`src/rtl/mebe_pkg.sv`:
```
package mebe_pkg;

   // request beat layout
   localparam int unsigned REQ_DATA_W = 104;
   localparam int unsigned DELTA_LSB  = 0;
   localparam int unsigned CHAN_LSB   = 32;
   localparam int unsigned KIND_LSB   = 36;
   localparam int unsigned DATA1_LSB  = 38;
   localparam int unsigned DATA2_LSB  = 46;
   localparam int unsigned MKIND_LSB  = 54;
   localparam int unsigned PLEN_LSB   = 62;
   localparam int unsigned PBYTE_LSB  = 94;

   typedef logic [1:0] action_type;
   localparam action_type ACT_CHANNEL   = 2'd0;
   localparam action_type ACT_META_HDR  = 2'd1;
   localparam action_type ACT_META_BYTE = 2'd2;
   localparam action_type ACT_UNUSED    = 2'd3;

   typedef logic [1:0] kind_type;
   localparam kind_type KIND_CTRL_CHANGE = 2'd0;
   localparam kind_type KIND_NOTE_OFF    = 2'd1;
   localparam kind_type KIND_NOTE_ON     = 2'd2;
   localparam kind_type KIND_PROGRAM     = 2'd3;

   // status nibble per message kind
   localparam logic [7:0] STATUS_CTRL_CHANGE = 8'hB0;
   localparam logic [7:0] STATUS_NOTE_OFF    = 8'h80;
   localparam logic [7:0] STATUS_NOTE_ON     = 8'h90;
   localparam logic [7:0] STATUS_PROGRAM     = 8'hC0;

   localparam logic [7:0] META_STATUS = 8'hFF;

   // output byte sources
   typedef logic [2:0] src_type;
   localparam src_type SRC_VLQ       = 3'd0;
   localparam src_type SRC_STATUS    = 3'd1;
   localparam src_type SRC_DATA1     = 3'd2;
   localparam src_type SRC_DATA2     = 3'd3;
   localparam src_type SRC_META_FF   = 3'd4;
   localparam src_type SRC_META_KIND = 3'd5;
   localparam src_type SRC_PAYLOAD   = 3'd6;

   typedef struct packed {
      logic    load;      // capture request beat
      logic    emit;      // write a byte to the output register
      logic    last;      // byte closes the item
      src_type src;
      logic    vlq_plen;  // switch VLQ unit to payload length
      logic    vlq_dec;   // step to next lower 7-bit group
   } cmd_type;

   typedef struct packed {
      action_type req_action;
      action_type action;
      kind_type   kind;
      logic       status_new;  // status byte differs from the remembered one
      logic       vlq_last;    // current group is the lowest
      logic       out_free;    // output register can take a byte
   } stat_type;

endpackage

```
`src/rtl/mebe_ctrl.sv`:
```
module mebe_ctrl (
   input  logic               clock,
   input  logic               reset,
   input  logic               req_tvalid,
   output logic               req_tready,
   input  mebe_pkg::stat_type stat,
   output mebe_pkg::cmd_type  cmd
);

   localparam logic [3:0] ST_IDLE      = 4'd0;
   localparam logic [3:0] ST_DELTA     = 4'd1;
   localparam logic [3:0] ST_STATUS    = 4'd2;
   localparam logic [3:0] ST_DATA1     = 4'd3;
   localparam logic [3:0] ST_DATA2     = 4'd4;
   localparam logic [3:0] ST_META_FF   = 4'd5;
   localparam logic [3:0] ST_META_KIND = 4'd6;
   localparam logic [3:0] ST_PLEN      = 4'd7;
   localparam logic [3:0] ST_PAYLOAD   = 4'd8;

   logic [3:0] state_ff, state_in;

   always_comb begin
      state_in     = state_ff;
      req_tready   = 1'b0;
      cmd          = '0;
      cmd.src      = mebe_pkg::SRC_VLQ;
      unique case (state_ff)
         ST_IDLE: begin
            req_tready = 1'b1;
            if (req_tvalid) begin
               cmd.load = 1'b1;
               case (stat.req_action) inside
                  mebe_pkg::ACT_CHANNEL, mebe_pkg::ACT_META_HDR: state_in = ST_DELTA;
                  mebe_pkg::ACT_META_BYTE: state_in = ST_PAYLOAD;
                  default: state_in = ST_IDLE;
               endcase
            end
         end
         ST_DELTA: begin
            cmd.src = mebe_pkg::SRC_VLQ;
            if (stat.out_free) begin
               cmd.emit = 1'b1;
               if (!stat.vlq_last) begin
                  cmd.vlq_dec = 1'b1;
               end else if (stat.action == mebe_pkg::ACT_META_HDR) begin
                  state_in = ST_META_FF;
               end else if (stat.status_new) begin
                  state_in = ST_STATUS;
               end else begin
                  state_in = ST_DATA1;
               end
            end
         end
         ST_STATUS: begin
            cmd.src = mebe_pkg::SRC_STATUS;
            if (stat.out_free) begin
               cmd.emit = 1'b1;
               state_in = ST_DATA1;
            end
         end
         ST_DATA1: begin
            cmd.src  = mebe_pkg::SRC_DATA1;
            cmd.last = (stat.kind == mebe_pkg::KIND_PROGRAM);
            if (stat.out_free) begin
               cmd.emit = 1'b1;
               state_in = cmd.last ? ST_IDLE : ST_DATA2;
            end
         end
         ST_DATA2: begin
            cmd.src  = mebe_pkg::SRC_DATA2;
            cmd.last = 1'b1;
            if (stat.out_free) begin
               cmd.emit = 1'b1;
               state_in = ST_IDLE;
            end
         end
         ST_META_FF: begin
            cmd.src = mebe_pkg::SRC_META_FF;
            if (stat.out_free) begin
               cmd.emit = 1'b1;
               state_in = ST_META_KIND;
            end
         end
         ST_META_KIND: begin
            cmd.src = mebe_pkg::SRC_META_KIND;
            if (stat.out_free) begin
               cmd.emit     = 1'b1;
               cmd.vlq_plen = 1'b1;
               state_in     = ST_PLEN;
            end
         end
         ST_PLEN: begin
            cmd.src  = mebe_pkg::SRC_VLQ;
            cmd.last = stat.vlq_last;
            if (stat.out_free) begin
               cmd.emit = 1'b1;
               if (stat.vlq_last) begin
                  state_in = ST_IDLE;
               end else begin
                  cmd.vlq_dec = 1'b1;
               end
            end
         end
         ST_PAYLOAD: begin
            cmd.src  = mebe_pkg::SRC_PAYLOAD;
            cmd.last = 1'b1;
            if (stat.out_free) begin
               cmd.emit = 1'b1;
               state_in = ST_IDLE;
            end
         end
         default: begin
            state_in = ST_IDLE;
         end
      endcase
   end

   always_ff @(posedge clock) begin
      if (reset) begin
         state_ff <= ST_IDLE;
      end else begin
         state_ff <= state_in;
      end
   end

endmodule

```
`src/rtl/mebe_dpath.sv`:
```
module mebe_dpath (
   input  logic                                clock,
   input  logic                                reset,
   input  logic [mebe_pkg::REQ_DATA_W-1:0]     req_tdata,
   input  mebe_pkg::action_type                req_tuser,
   output logic                                rsp_tvalid,
   input  logic                                rsp_tready,
   output logic [7:0]                          rsp_tdata,
   output logic                                rsp_tlast,
   input  mebe_pkg::cmd_type                   cmd,
   output mebe_pkg::stat_type                  stat
);

   // highest nonzero 7-bit group of a 32-bit value
   function automatic logic [2:0] vlq_top(input logic [31:0] v);
      logic [2:0] g;
      if (v[31:28] != 4'd0)      g = 3'd4;
      else if (v[27:21] != 7'd0) g = 3'd3;
      else if (v[20:14] != 7'd0) g = 3'd2;
      else if (v[13:7] != 7'd0)  g = 3'd1;
      else                       g = 3'd0;
      return g;
   endfunction

   function automatic logic [7:0] kind_status(input mebe_pkg::kind_type k);
      logic [7:0] s;
      case (k)
         mebe_pkg::KIND_CTRL_CHANGE: s = mebe_pkg::STATUS_CTRL_CHANGE;
         mebe_pkg::KIND_NOTE_OFF:    s = mebe_pkg::STATUS_NOTE_OFF;
         mebe_pkg::KIND_NOTE_ON:     s = mebe_pkg::STATUS_NOTE_ON;
         default:                    s = mebe_pkg::STATUS_PROGRAM;
      endcase
      return s;
   endfunction

   logic [31:0]          in_delta, in_plen;
   logic [3:0]           in_chan;
   mebe_pkg::kind_type   in_kind;
   logic [7:0]           in_status;

   logic [31:0]          delta_ff, plen_ff;
   logic [7:0]           data1_ff, data2_ff, mkind_ff, pbyte_ff, status_ff;
   mebe_pkg::action_type action_ff;
   mebe_pkg::kind_type   kind_ff;
   logic                 status_new_ff;
   logic [7:0]           remembered_ff;
   logic [2:0]           grp_ff;
   logic                 vlq_plen_ff;
   logic                 valid_ff;
   logic [7:0]           byte_ff, byte_in;
   logic                 last_ff;

   logic [31:0]          vlq_val;
   logic [6:0]           vlq_bits;

   assign in_delta  = req_tdata[mebe_pkg::DELTA_LSB +: 32];
   assign in_plen   = req_tdata[mebe_pkg::PLEN_LSB +: 32];
   assign in_chan   = req_tdata[mebe_pkg::CHAN_LSB +: 4];
   assign in_kind   = req_tdata[mebe_pkg::KIND_LSB +: 2];
   assign in_status = kind_status(in_kind) | {4'd0, in_chan};

   assign vlq_val = vlq_plen_ff ? plen_ff : delta_ff;
   always_comb begin
      case (grp_ff)
         3'd0:    vlq_bits = vlq_val[6:0];
         3'd1:    vlq_bits = vlq_val[13:7];
         3'd2:    vlq_bits = vlq_val[20:14];
         3'd3:    vlq_bits = vlq_val[27:21];
         default: vlq_bits = {3'd0, vlq_val[31:28]};
      endcase
   end

   always_comb begin
      case (cmd.src)
         mebe_pkg::SRC_VLQ:       byte_in = {(grp_ff != 3'd0), vlq_bits};
         mebe_pkg::SRC_STATUS:    byte_in = status_ff;
         mebe_pkg::SRC_DATA1:     byte_in = data1_ff;
         mebe_pkg::SRC_DATA2:     byte_in = data2_ff;
         mebe_pkg::SRC_META_FF:   byte_in = mebe_pkg::META_STATUS;
         mebe_pkg::SRC_META_KIND: byte_in = mkind_ff;
         default:                 byte_in = pbyte_ff;
      endcase
   end

   // captured fields, VLQ group counter and output byte register
   always_ff @(posedge clock) begin
      if (cmd.load) begin
         delta_ff      <= in_delta;
         plen_ff       <= in_plen;
         data1_ff      <= req_tdata[mebe_pkg::DATA1_LSB +: 8];
         data2_ff      <= req_tdata[mebe_pkg::DATA2_LSB +: 8];
         mkind_ff      <= req_tdata[mebe_pkg::MKIND_LSB +: 8];
         pbyte_ff      <= req_tdata[mebe_pkg::PBYTE_LSB +: 8];
         status_ff     <= in_status;
         status_new_ff <= (in_status != remembered_ff);
         action_ff     <= req_tuser;
         kind_ff       <= in_kind;
         grp_ff        <= vlq_top(in_delta);
         vlq_plen_ff   <= 1'b0;
      end else if (cmd.vlq_plen) begin
         grp_ff        <= vlq_top(plen_ff);
         vlq_plen_ff   <= 1'b1;
      end else if (cmd.vlq_dec) begin
         grp_ff        <= grp_ff - 3'd1;
      end
      if (cmd.emit) begin
         byte_ff <= byte_in;
         last_ff <= cmd.last;
      end
   end

   always_ff @(posedge clock) begin
      if (reset) begin
         remembered_ff <= 8'd0;
         valid_ff      <= 1'b0;
      end else begin
         if (cmd.load && req_tuser == mebe_pkg::ACT_CHANNEL) begin
            remembered_ff <= in_status;
         end else if (cmd.load && req_tuser == mebe_pkg::ACT_META_HDR) begin
            remembered_ff <= mebe_pkg::META_STATUS;
         end
         if (cmd.emit) begin
            valid_ff <= 1'b1;
         end else if (rsp_tready) begin
            valid_ff <= 1'b0;
         end
      end
   end

   assign rsp_tvalid = valid_ff;
   assign rsp_tdata  = byte_ff;
   assign rsp_tlast  = last_ff;

   assign stat.req_action = req_tuser;
   assign stat.action     = action_ff;
   assign stat.kind       = kind_ff;
   assign stat.status_new = status_new_ff;
   assign stat.vlq_last   = (grp_ff == 3'd0);
   assign stat.out_free   = !valid_ff || rsp_tready;

endmodule

```
`src/rtl/midi_event_byte_encoder.sv`:
```
// MIDI file event encoder: each request beat (a channel message, a meta
// event header or one meta payload byte) becomes a run of byte beats on the
// response side, the last one flagged with rsp_tlast. A channel message
// sends its delta time as a VLQ, the status byte only when it differs from
// the last status sent (running status, reset value 0), then one or two data
// bytes; a meta header sends the delta VLQ, 0xFF, the meta type and the
// payload length VLQ, and sets the remembered status to 0xFF. Action code 3
// produces no beat. While the output register is free, the sequencer emits
// one byte per cycle into that single output register. An item has 2 to 8
// bytes for a channel message, 4 to 12 for a meta header and 1 for a
// payload byte, and each request is captured before its first byte. The next
// request is taken once the last byte of the current item has been written
// to the output register, even while that byte still waits to be taken.
module midi_event_byte_encoder (
   input  logic         clock,
   input  logic         reset,
   input  logic         req_tvalid,
   output logic         req_tready,
   // low to high: delta_time[31:0], channel_number[35:32], message_kind[37:36],
   // first_data[45:38], second_data[53:46], meta_kind[61:54],
   // payload_length[93:62], payload_byte[101:94], zero pad[103:102]
   input  logic [103:0] req_tdata,
   // action: 0 channel message, 1 meta header, 2 meta payload byte
   input  logic [1:0]   req_tuser,
   output logic         rsp_tvalid,
   input  logic         rsp_tready,
   // out_byte[7:0]
   output logic [7:0]   rsp_tdata,
   // run_end: last byte of the item
   output logic         rsp_tlast
);

   mebe_pkg::cmd_type  cmd;
   mebe_pkg::stat_type stat;

   // sequencer: walks delta VLQ, status, data / meta fields, length VLQ
   mebe_ctrl u_ctrl (
      .clock      (clock),
      .reset      (reset),
      .req_tvalid (req_tvalid),
      .req_tready (req_tready),
      .stat       (stat),
      .cmd        (cmd)
   );

   // field capture, running status, VLQ group select, output register
   mebe_dpath u_dpath (
      .clock      (clock),
      .reset      (reset),
      .req_tdata  (req_tdata),
      .req_tuser  (req_tuser),
      .rsp_tvalid (rsp_tvalid),
      .rsp_tready (rsp_tready),
      .rsp_tdata  (rsp_tdata),
      .rsp_tlast  (rsp_tlast),
      .cmd        (cmd),
      .stat       (stat)
   );

   // a non-final byte in the output register means the item is still running
   a_busy_mid_item: assert property (@(posedge clock) disable iff (reset)
      rsp_tvalid && !rsp_tlast |-> !req_tready)
      else $error("request taken while an item is still being encoded");

   // unused action code produces nothing and leaves the encoder ready
   a_unused_action: assert property (@(posedge clock) disable iff (reset)
      req_tvalid && req_tready && req_tuser == mebe_pkg::ACT_UNUSED |=> req_tready)
      else $error("unused action did not return to idle");

   // multi-byte items hold off the next request in the cycle after they are taken
   a_multi_byte_busy: assert property (@(posedge clock) disable iff (reset)
      req_tvalid && req_tready &&
      (req_tuser == mebe_pkg::ACT_CHANNEL || req_tuser == mebe_pkg::ACT_META_HDR)
      |=> !req_tready)
      else $error("encoder ready right after taking a multi-byte item");

endmodule
```
`config.mk`:
```
export PLATFORM = sky130hd
export DESIGN_NAME = midi_event_byte_encoder
export DESIGN_NICKNAME = d
export VERILOG_FILES = /design/src/rtl/mebe_pkg.sv /design/src/rtl/mebe_ctrl.sv /design/src/rtl/mebe_dpath.sv /design/src/rtl/midi_event_byte_encoder.sv
export SDC_FILE = /design/constraint.sdc
export NUM_CORES = 1
export LEC_CHECK = 0
export ABC_AREA = 1
export ABC_CLOCK_PERIOD_IN_PS = 3300
export BUFFER_PORTS_ARGS = -buffer_cell sky130_fd_sc_hd__buf_4
export CORE_MARGIN = 2
export CORE_UTILIZATION = 40
export DETAILED_ROUTE_END_ITERATION = 10
export GPL_ROUTABILITY_DRIVEN = 0
export PLACE_DENSITY_LB_ADDON = 0.08
export SLEW_MARGIN = 15
export SYNTH_ARGS = -nofsm -noshare
export SYNTH_HDL_FRONTEND = slang
export SYNTH_SLANG_ARGS = --single-unit
```
`constraint.sdc`:
```
create_clock -name clock -period 3.3 [get_ports clock]
set_input_delay 0.33 -clock clock [delete_from_list [all_inputs] [get_ports clock]]
set_output_delay 0.33 -clock clock [all_outputs]
set_load 0.03 [all_outputs]
```
# == Yosys cells after proc, flatten, opt, wreduce, memory -nomap -nowiden ==
# Index checks and enable logic that the tools add are counted.
# word_totals
register_bits,135
in_bits,110
output_inout_bits,11
elab_cells,124
# classes
add_sub_neg,1
n_reduce_logical,26
mux,46
n_eq_ne,33
n_bitwise,1
# op_table
op,n
$mux 4,12
$pmux 8 s6,1
$reduce_bool 7->1,6
$mux 3,11
$mux 32,1
$pmux 4 s8,1
$pmux 7 s4,1
$pmux 7 s3,1
$pmux 3 s6,1
$eq 4x3->1 const B,4
$mux 8,2
$mux 1,14
$ne 2x2->1 const B,7
$eq 3x2->1 const B,4
$reduce_and 10->1,1
$eq 4x2->1 const B,2
$ne 8x8->1,1
$or 8x4->8,1
$reduce_bool 4->1,2
$reduce_or 8->1,1
$eq 2x1->1 const B,3
$eq 2x2->1 const B,3
$eq 3x1->1 const B,2
$eq 3x3->1 const B,2
other kinds (14),23

# == Longest topological paths before layout ==
# Gate-level depths: netlist (run 1).
# depth
depth_word,7
depth_mapped,10
ltp_nobuf,10

# == Cells and area by module ==
# Synthesis (run 1) repeated with hierarchy kept, for this count alone.
# unflattened
hier_cells,576
area_unflattened_um2,5926.9
# modules_own_cells
mod,n_inst,seq_area_each_um2,cells_each,area_each_um2
mebe_dpath,1,3803.6,496,5482.8
mebe_ctrl,1,80.1,80,444.2

# == Least setup slack after synthesis (run 1) ==
# No wires, ideal clock.
# synth_timing
kind,in2reg
from,input req_tvalid
to,register u_dpath.grp_ff[2] (data pin)
setup_ns,0.258
required_time_ns,3.042
arrival_time_ns,2.697
path_stages,5
path_slack_ns,0.346
cell_sequence,clkbuf_1 -> inv_1 -> nor2_4 -> and2_1 -> nor3_2
# synth_rtl
element,line_no,source
start: declaration,midi_event_byte_encoder.sv:17,"input logic req_tvalid,"
end signal: assignment,mebe_dpath.sv:98,grp_ff <= vlq_top(in_delta);
end signal: assignment,mebe_dpath.sv:101,grp_ff <= vlq_top(plen_ff);
end signal: assignment,mebe_dpath.sv:104,grp_ff <= grp_ff - 3'd1;
end: declaration,mebe_dpath.sv:47,logic [2:0] grp_ff;

==> results of run 1 <==
path summary, 6_finish.rpt:
check / from / endpoint / slack (ps) / cells after the start
min: req_tdata[49] / u_dpath.data2_ff[3]$_DFFE_PP_ / 80 / 1
max reg2reg: u_ctrl.state_ff[1]$_SDFFE_PP0P_ / u_dpath.remembered_ff[1]$_SDFFE_PP0P_ / 1170 / 7
max: u_ctrl.state_ff[1]$_SDFFE_PP0P_ / u_dpath.remembered_ff[1]$_SDFFE_PP0P_ / 1170 / 7
min reg2reg: u_dpath.remembered_ff[7]$_SDFFE_PP0P_ / u_dpath.remembered_ff[7]$_SDFFE_PP0P_ / 460 / 2
flip-flops by register name, indices dropped and copies added (netlist names), 2 cells and up:
signal / cells
u_dpath.kind_ff: 2
u_dpath.delta_ff: 32
u_dpath.status_ff: 7
u_ctrl.state_ff: 4
u_dpath.mkind_ff: 8
u_dpath.data2_ff: 8
u_dpath.data1_ff: 8
u_dpath.remembered_ff: 8
u_dpath.grp_ff: 3
u_dpath.pbyte_ff: 8
u_dpath.rsp_tdata: 8
u_dpath.action_ff: 2
u_dpath.plen_ff: 32
per-layer routing:
layer  share of wire (%)  up-vias  wire length, µm  track usage (%)
li1                    -     2125                -                -
met1                  40     1983             5510             21.5
met2                  52      130             7080             32.5
met3                 6.1       18              835             5.45
met4                 2.1        0              282             9.13
met5                   0        -                0                0
logic make-up (layout without fill, tap and decap cells):
group	after synthesis	count (layout)	share of synthesized area (%)
xor gates and xnor gates	6	6	0.911
DFF	134	134	67.3
buffers and inverters	59	204	3.97
adders and majority gates	5	5	1.08
and+or+nand+nor	309	309	22.9
AOI/OAI and AO/OA	35	35	3.77
power by group through the flow:
stage / combinational, mW / sequential, mW / clock [mW]
3_5_place_dp: 1.88 / 2.82 / 0
6_report: 1.85 / 2.78 / 1.77
5_1_grt: 2.09 / 2.84 / 1.89
4_1_cts: 1.88 / 2.79 / 1.82
2_1_floorplan: 1.13 / 2.89 / 0
3_3_place_gp: 1.85 / 2.80 / 0
layout make-up:
class | instances | area (µm²)
timing repair buffer | 122 | 916
sequential | 134 | 3880
fill | 1288 | 6560
clock inverter | 13 | 125
inverter | 50 | 188
clock buffer | 19 | 433
tap | 180 | 225
multi-input combinational | 355 | 1660
cell usage in the layout (no fill, tap or decap), drive strengths merged:
cell type    n
nand2      183
buf        122
edfxtp     120
nor2        68
inv         53
nand3       20
clkbuf      19
nand4       17
dfxtp       14
o21ai       13
nor3        12
o211ai       8
clkinv       7
a31oi        5
ha           5
a21oi        5
xor2         4
nor4         4
xnor2        2
o221ai       2
a211oi       2
clkinvlp     2
or2          2
and3         1
and2         1
nor3b        1
bufinv       1
worst max-delay path, stage by stage (launching register included):
cell and delay (ps):
dfxtp_1 370, nor2_2 220, nand2_2 150, nor2_4 360
buf_4 490, nand2_2 200, nor2_1 150, a211oi_1 50
metrics by stage:
| step | setup slack (ps) | power, mW | instance area, µm² | std cells |
|---|---|---|---|---|
| 3_5_place_dp | 1170 | 4.69 | 6870 | 841 |
| 4_1_cts | 1160 | 6.49 | 7430 | 873 |
| 5_1_grt | 969 | 6.83 | 7430 | 873 |
| 6_report | 1170 | 6.41 | 7430 | 873 |
| 3_3_place_gp | 1210 | 4.66 | 6870 | 841 |
| 2_1_floorplan | 346 | 4.02 | 5770 | 548 |
cells in the mapped netlist, drive strengths merged:
| master | number |
|---|---|
| nand2 | 183 |
| edfxtp | 120 |
| dfxtp | 14 |
| or2 | 2 |
| nor3b | 1 |
| and2 | 1 |
| and3 | 1 |
| ha | 5 |
| o21ai | 13 |
| buf | 7 |
| nand3 | 20 |
| a21oi | 5 |
| o221ai | 2 |
| clkinv | 1 |
| nor2 | 68 |
| xor2 | 4 |
| nor3 | 12 |
| a211oi | 2 |
| a31oi | 5 |
| nor4 | 4 |
| inv | 49 |
| xnor2 | 2 |
| clkbuf | 2 |
| o211ai | 8 |
| nand4 | 17 |
==> run summary, run 1 <==
Status = finished, final reports clean
Hold Path Class = input port to register
Drt first pass iters = 5
Flop pwr share = 43.4%
Post_cts resized = 0
Worst Path Required = 3600 ps
Largest net degree at the start of global routing = 39
Clk_lat worst skew = 420 ps
Max Fclk = 470 MHz
Antenna Nets Post-Route = 0
CTS buffer count = 17
Int Power = 4.20 mW
Vias per cell = 4.88
Layout Nets = 795
Synth-to-layout area growth = 28.7%
Max clock buf depth = 2
Avg Cell Area, Syn = 10.5 µm²
Combinational power share = 28.9%
Residual DRC count = 0
First-pass GRT wire length = 20900 µm
Core Region = 14000 µm²
Flop and latch count out of synthesis = 134
Slew HR = 31.2%
Share of cells above drive strength 1 = 25.4%
Final core occ = 53.1%
P_sw = 2.22 mW
Final hold slack = 79.8 ps
Clock Skew = 9.94 ps
Hold Fails Final Rpt = 0
DR iter-0 viols = 313
Synth Instances = 548
Die W = 124 µm
Die Footprint = 15400 µm²
Drt wl/cell = 15.7 µm
Post-DP HPWL = 10100 µm
Post-synth top area cell = edfxtp_1
Reg clk slew, reported paths = 60 ps
Worst slew pin tran = 1030 ps
Worst Path Max Fanout = 38
Synth top area share = 62.5%
Mapped Nets = 663
Pleak = 3.06 nW
Overflow after GRT = 0
Yosys warnings = 0
Synthesized area = 5770 µm²
Root Buffer = clkbuf_16
Ant. Diodes = 0
Tot GR Track Use = 18.9%
Peak supply drop = 0.465 mV
Worst Setup End Kind = register
Sequential-to-total area share from yosys stat = 67.3%
Netlist cell types = 34
Critical Path Start Type = register
Critical path class = register to register
Setup bufs post-CTS = 0
RSZ-0062 raised after global routing = no
IO buf count = 118
CTS Sinks = 134
Vias in the first global route = 4252
Crit path DAT = 2420 ps
Initial antenna violation count = 0
Hold-fix buffers, CTS = 0
DRT Wirelength = 13700 µm
Final min period = 2130 ps
Top cells by area, synth = edfxtp_1, nand2_1, dfxtp_1
Starting density of the core = 41.2%
Tcrit/Tclk final = 64.4%
Die Ht = 124 µm
Final-report setup violation count = 0
Max-cap violations = 0
IO Count = 121
CTS H-tree depth = 4
Row Count = 43
Setup_tns = 0 ps
Clock power frac = 27.7%
CTS tree = built
Via count = 4256
Slew Limit Fails = 0
Power Density = 864 nW/µm²
Net Sw Frac = 34.5%
Note: power is estimated with default switching activity, not from simulation.
==> inputs of run 2 (changes only) <==
--- a/config.mk
+++ b/config.mk
@@ -6,7 +6,7 @@
 export NUM_CORES = 1
 export LEC_CHECK = 0
 export ABC_AREA = 1
-export ABC_CLOCK_PERIOD_IN_PS = 3300
+export ABC_CLOCK_PERIOD_IN_PS = 2150
 export BUFFER_PORTS_ARGS = -buffer_cell sky130_fd_sc_hd__buf_4
 export CORE_MARGIN = 2
 export CORE_UTILIZATION = 40
==> constraint.sdc (replaced) <==
create_clock -name clock -period 2.15 [get_ports clock]
set_input_delay 0.215 -clock clock [delete_from_list [all_inputs] [get_ports clock]]
set_output_delay 0.215 -clock clock [all_outputs]
set_load 0.03 [all_outputs]
==> run 2 against run 1 <==
Against the previous run:
- final cell count rose by 12%
- worst hold slack got worse by 48 ps
- largest power group unchanged
- sequential share of layout area is 6.8 points lower
- core utilization rose by 8.0 points
- first-iteration DRC count is 0.32% lower
- die area unchanged
- critical path depth rose by 1
- worst setup slack got worse by 820 ps
- critical endpoint is now u_dpath.rsp_tdata[1]$_DFFE_PP_
- highest routed layer unchanged
- sequential power up 54%
- critical path type unchanged
- via count up 11%
- non-clock buffer count grew 109
- largest cell class unchanged
- fmax is 18% higher
==> run summary, run 2 (synthesized netlist as in run 1, its figures left out) <==
Status = finished, final reports clean (unchanged)
Power Density = 1190 nW/µm² (was 864 nW/µm²)
Non-Filler Instances = 982 (was 873)
Total power = 10.2 mW (was 6.41 mW)
Max Fclk = 557 MHz (was 470 MHz)
Tcrit/Tclk final = 83.5% (was 64.4%)
Post-DP HPWL = 10200 µm (was 10100 µm)
Largest net degree at the start of global routing = 53 (was 39)
Die Ht = 124 µm (unchanged)
Drt first pass iters = 4 (was 5)
Hold Fails Final Rpt = 0 (unchanged)
Die Footprint = 15400 µm² (unchanged)
Starting density of the core = 41.2% (unchanged)
Slew HR = 64.1% (was 31.2%)
Ant. Diodes = 0 (unchanged)
Final core occ = 61.1% (was 53.1%)
Die W = 124 µm (unchanged)
Antenna Nets Post-Route = 0 (unchanged)
Post_cts resized = 0 (unchanged)
Worst path depth = 8 (was 7)
Worst Path Max Fanout = 8 (was 38)
Placed Instances = 847 (was 841)
Vias per cell = 4.83 (was 4.88)
Root Buffer = clkbuf_16 (unchanged)
Row Count = 43 (unchanged)
CP peak stage delay = 400 ps (was 490 ps)
Via count = 4739 (was 4256)
Crit path DAT = 1960 ps (was 2420 ps)
Layout Nets = 904 (was 795)
Reg2Reg Depth = 8 (was 7)
Max-cap violations = 0 (unchanged)
DRT Wirelength = 15200 µm (was 13700 µm)
Commonest non-fill, non-tap cell in the layout = nand2_1 (unchanged)
Peak supply drop = 0.801 mV (was 0.465 mV)
Final-report setup violation count = 0 (unchanged)
DR iter-0 viols = 312 (was 313)
Dpl ws = 353 ps (was 1170 ps)
Worst Path Required = 2310 ps (was 3600 ps)
CTS tree = built (unchanged)
Clk_lat worst skew = 420 ps (about the same)
CTS Sinks = 134 (unchanged)
Residual DRC count = 0 (unchanged)
Worst slew pin tran = 536 ps (was 1030 ps)
IO buf count = 118 (unchanged)
Cell Chain, Critical Path = ha_1 > inv_1 > nor2_1 > nor2_1 > nand4_1 > nand2_1 > nand2_1 > nand4_1 (was nor2_2 > nand2_2 > nor2_4 > buf_4 > nand2_2 > nor2_1 > a211oi_1)
Clock Skew = 13.9 ps (was 9.94 ps)
CTS buffer count = 17 (unchanged)
Buf/Inv on CP = 1 (unchanged)
Worst path top cell family by delay = simple AND/OR/NAND/NOR gates (unchanged)
Critical Path Start Type = register (unchanged)
Tot GR Track Use = 20.7% (was 18.9%)
Worst Setup End Kind = register (unchanged)
Final min period = 1800 ps (was 2130 ps)
Max clock buf depth = 2 (unchanged)
Vias in the first global route = 4878 (was 4252)
Critical path class = register to register (unchanged)
First-pass GRT wire length = 23300 µm (was 20900 µm)
Pleak = 3.55 nW (was 3.06 nW)
Worst Slack Setup Final = 354 ps (was 1170 ps)
IO Count = 121 (unchanged)
Biggest regs = u_dpath.delta_ff: 32 flops, u_dpath.plen_ff: 32 flops (unchanged)
Drt wl/cell = 15.4 µm (was 15.7 µm)
Slew Limit Fails = 0 (unchanged)
Core Region = 14000 µm² (unchanged)
Synth-to-layout area growth = 48.1% (was 28.7%)
Overflow after GRT = 0 (unchanged)
Share of cells above drive strength 1 = 23.2% (was 25.4%)
CTS H-tree depth = 4 (unchanged)
Slowest CP cell = edfxtp_1 (was buf_4)
Most frequent cells in the layout = nand2_1, buf_4, edfxtp_1, dlygate4sd3_1, nor2_1 (was nand2_1, buf_4, edfxtp_1, nor2_1, inv_1)
RSZ-0062 raised after global routing = no (unchanged)
Hold Path Depth = 1 (unchanged)
Initial antenna violation count = 0 (unchanged)
Reg clk slew, reported paths = 60 ps (about the same)
Hold Path Class = input port to register (unchanged)
-- run 2: through the flow --
step / area (µm²) / TNS [ps] / hold slack [ps]
final: 8550 / 0 / 31.9
after global routing: 8550 / 0 / 16.0
after CTS: 8540 / 0 / 0.519
after detailed placement: 6950 / 0 / 394
after global placement: 6950 / 0 / 393
after floorplan: 5790 / -64330 / 314
-- run 2: area by class of cell --
cell class              instances  area [µm²]
well taps                     180         225
clock inverters                11        95.1
inverters                      50         188
flip-flops and latches        134        3890
multi-input cells             355        1670
fillers                      1125        5440
clock buffers                  21         472
repair buffers                231        2000
-- run 2: repair_timing --
action | CTS | global route
hold buffers | 102 | 1
endpoints found under the hold margin | 102 | 1
setup buffers | 0 | 0
-- run 2: power by group --
group | internal (mW) | total, mW | switching [mW]
Combinational | 1.13 | 3.15 | 2.03
Sequential | 3.93 | 4.27 | 0.341
Clock | 1.69 | 2.78 | 1.09
-- run 2: final timing paths --
kind	startpoint	endpoint	slack, ps
hold reg to reg	u_dpath.remembered_ff[7]$_SDFFE_PP0P_	u_dpath.remembered_ff[7]$_SDFFE_PP0P_	460
hold / removal	req_tdata[36]	u_dpath.kind_ff[0]$_DFFE_PP_	30
setup / recovery	u_dpath.grp_ff[1]$_DFFE_PP_	u_dpath.rsp_tdata[1]$_DFFE_PP_	350
setup reg to reg	u_dpath.grp_ff[1]$_DFFE_PP_	u_dpath.rsp_tdata[1]$_DFFE_PP_	350
-- run 2: per-layer routing --
metal / vias to the layer above / wire (µm) / share of wire (%) / GRT usage (%)
li1: 2343 / - / - / -
met1: 2206 / 6130 / 40 / 23.0
met2: 167 / 7750 / 51 / 36.3
met3: 23 / 973 / 6.4 / 6.00
met4: 0 / 308 / 2.0 / 9.55
met5: - / 0 / 0 / 0
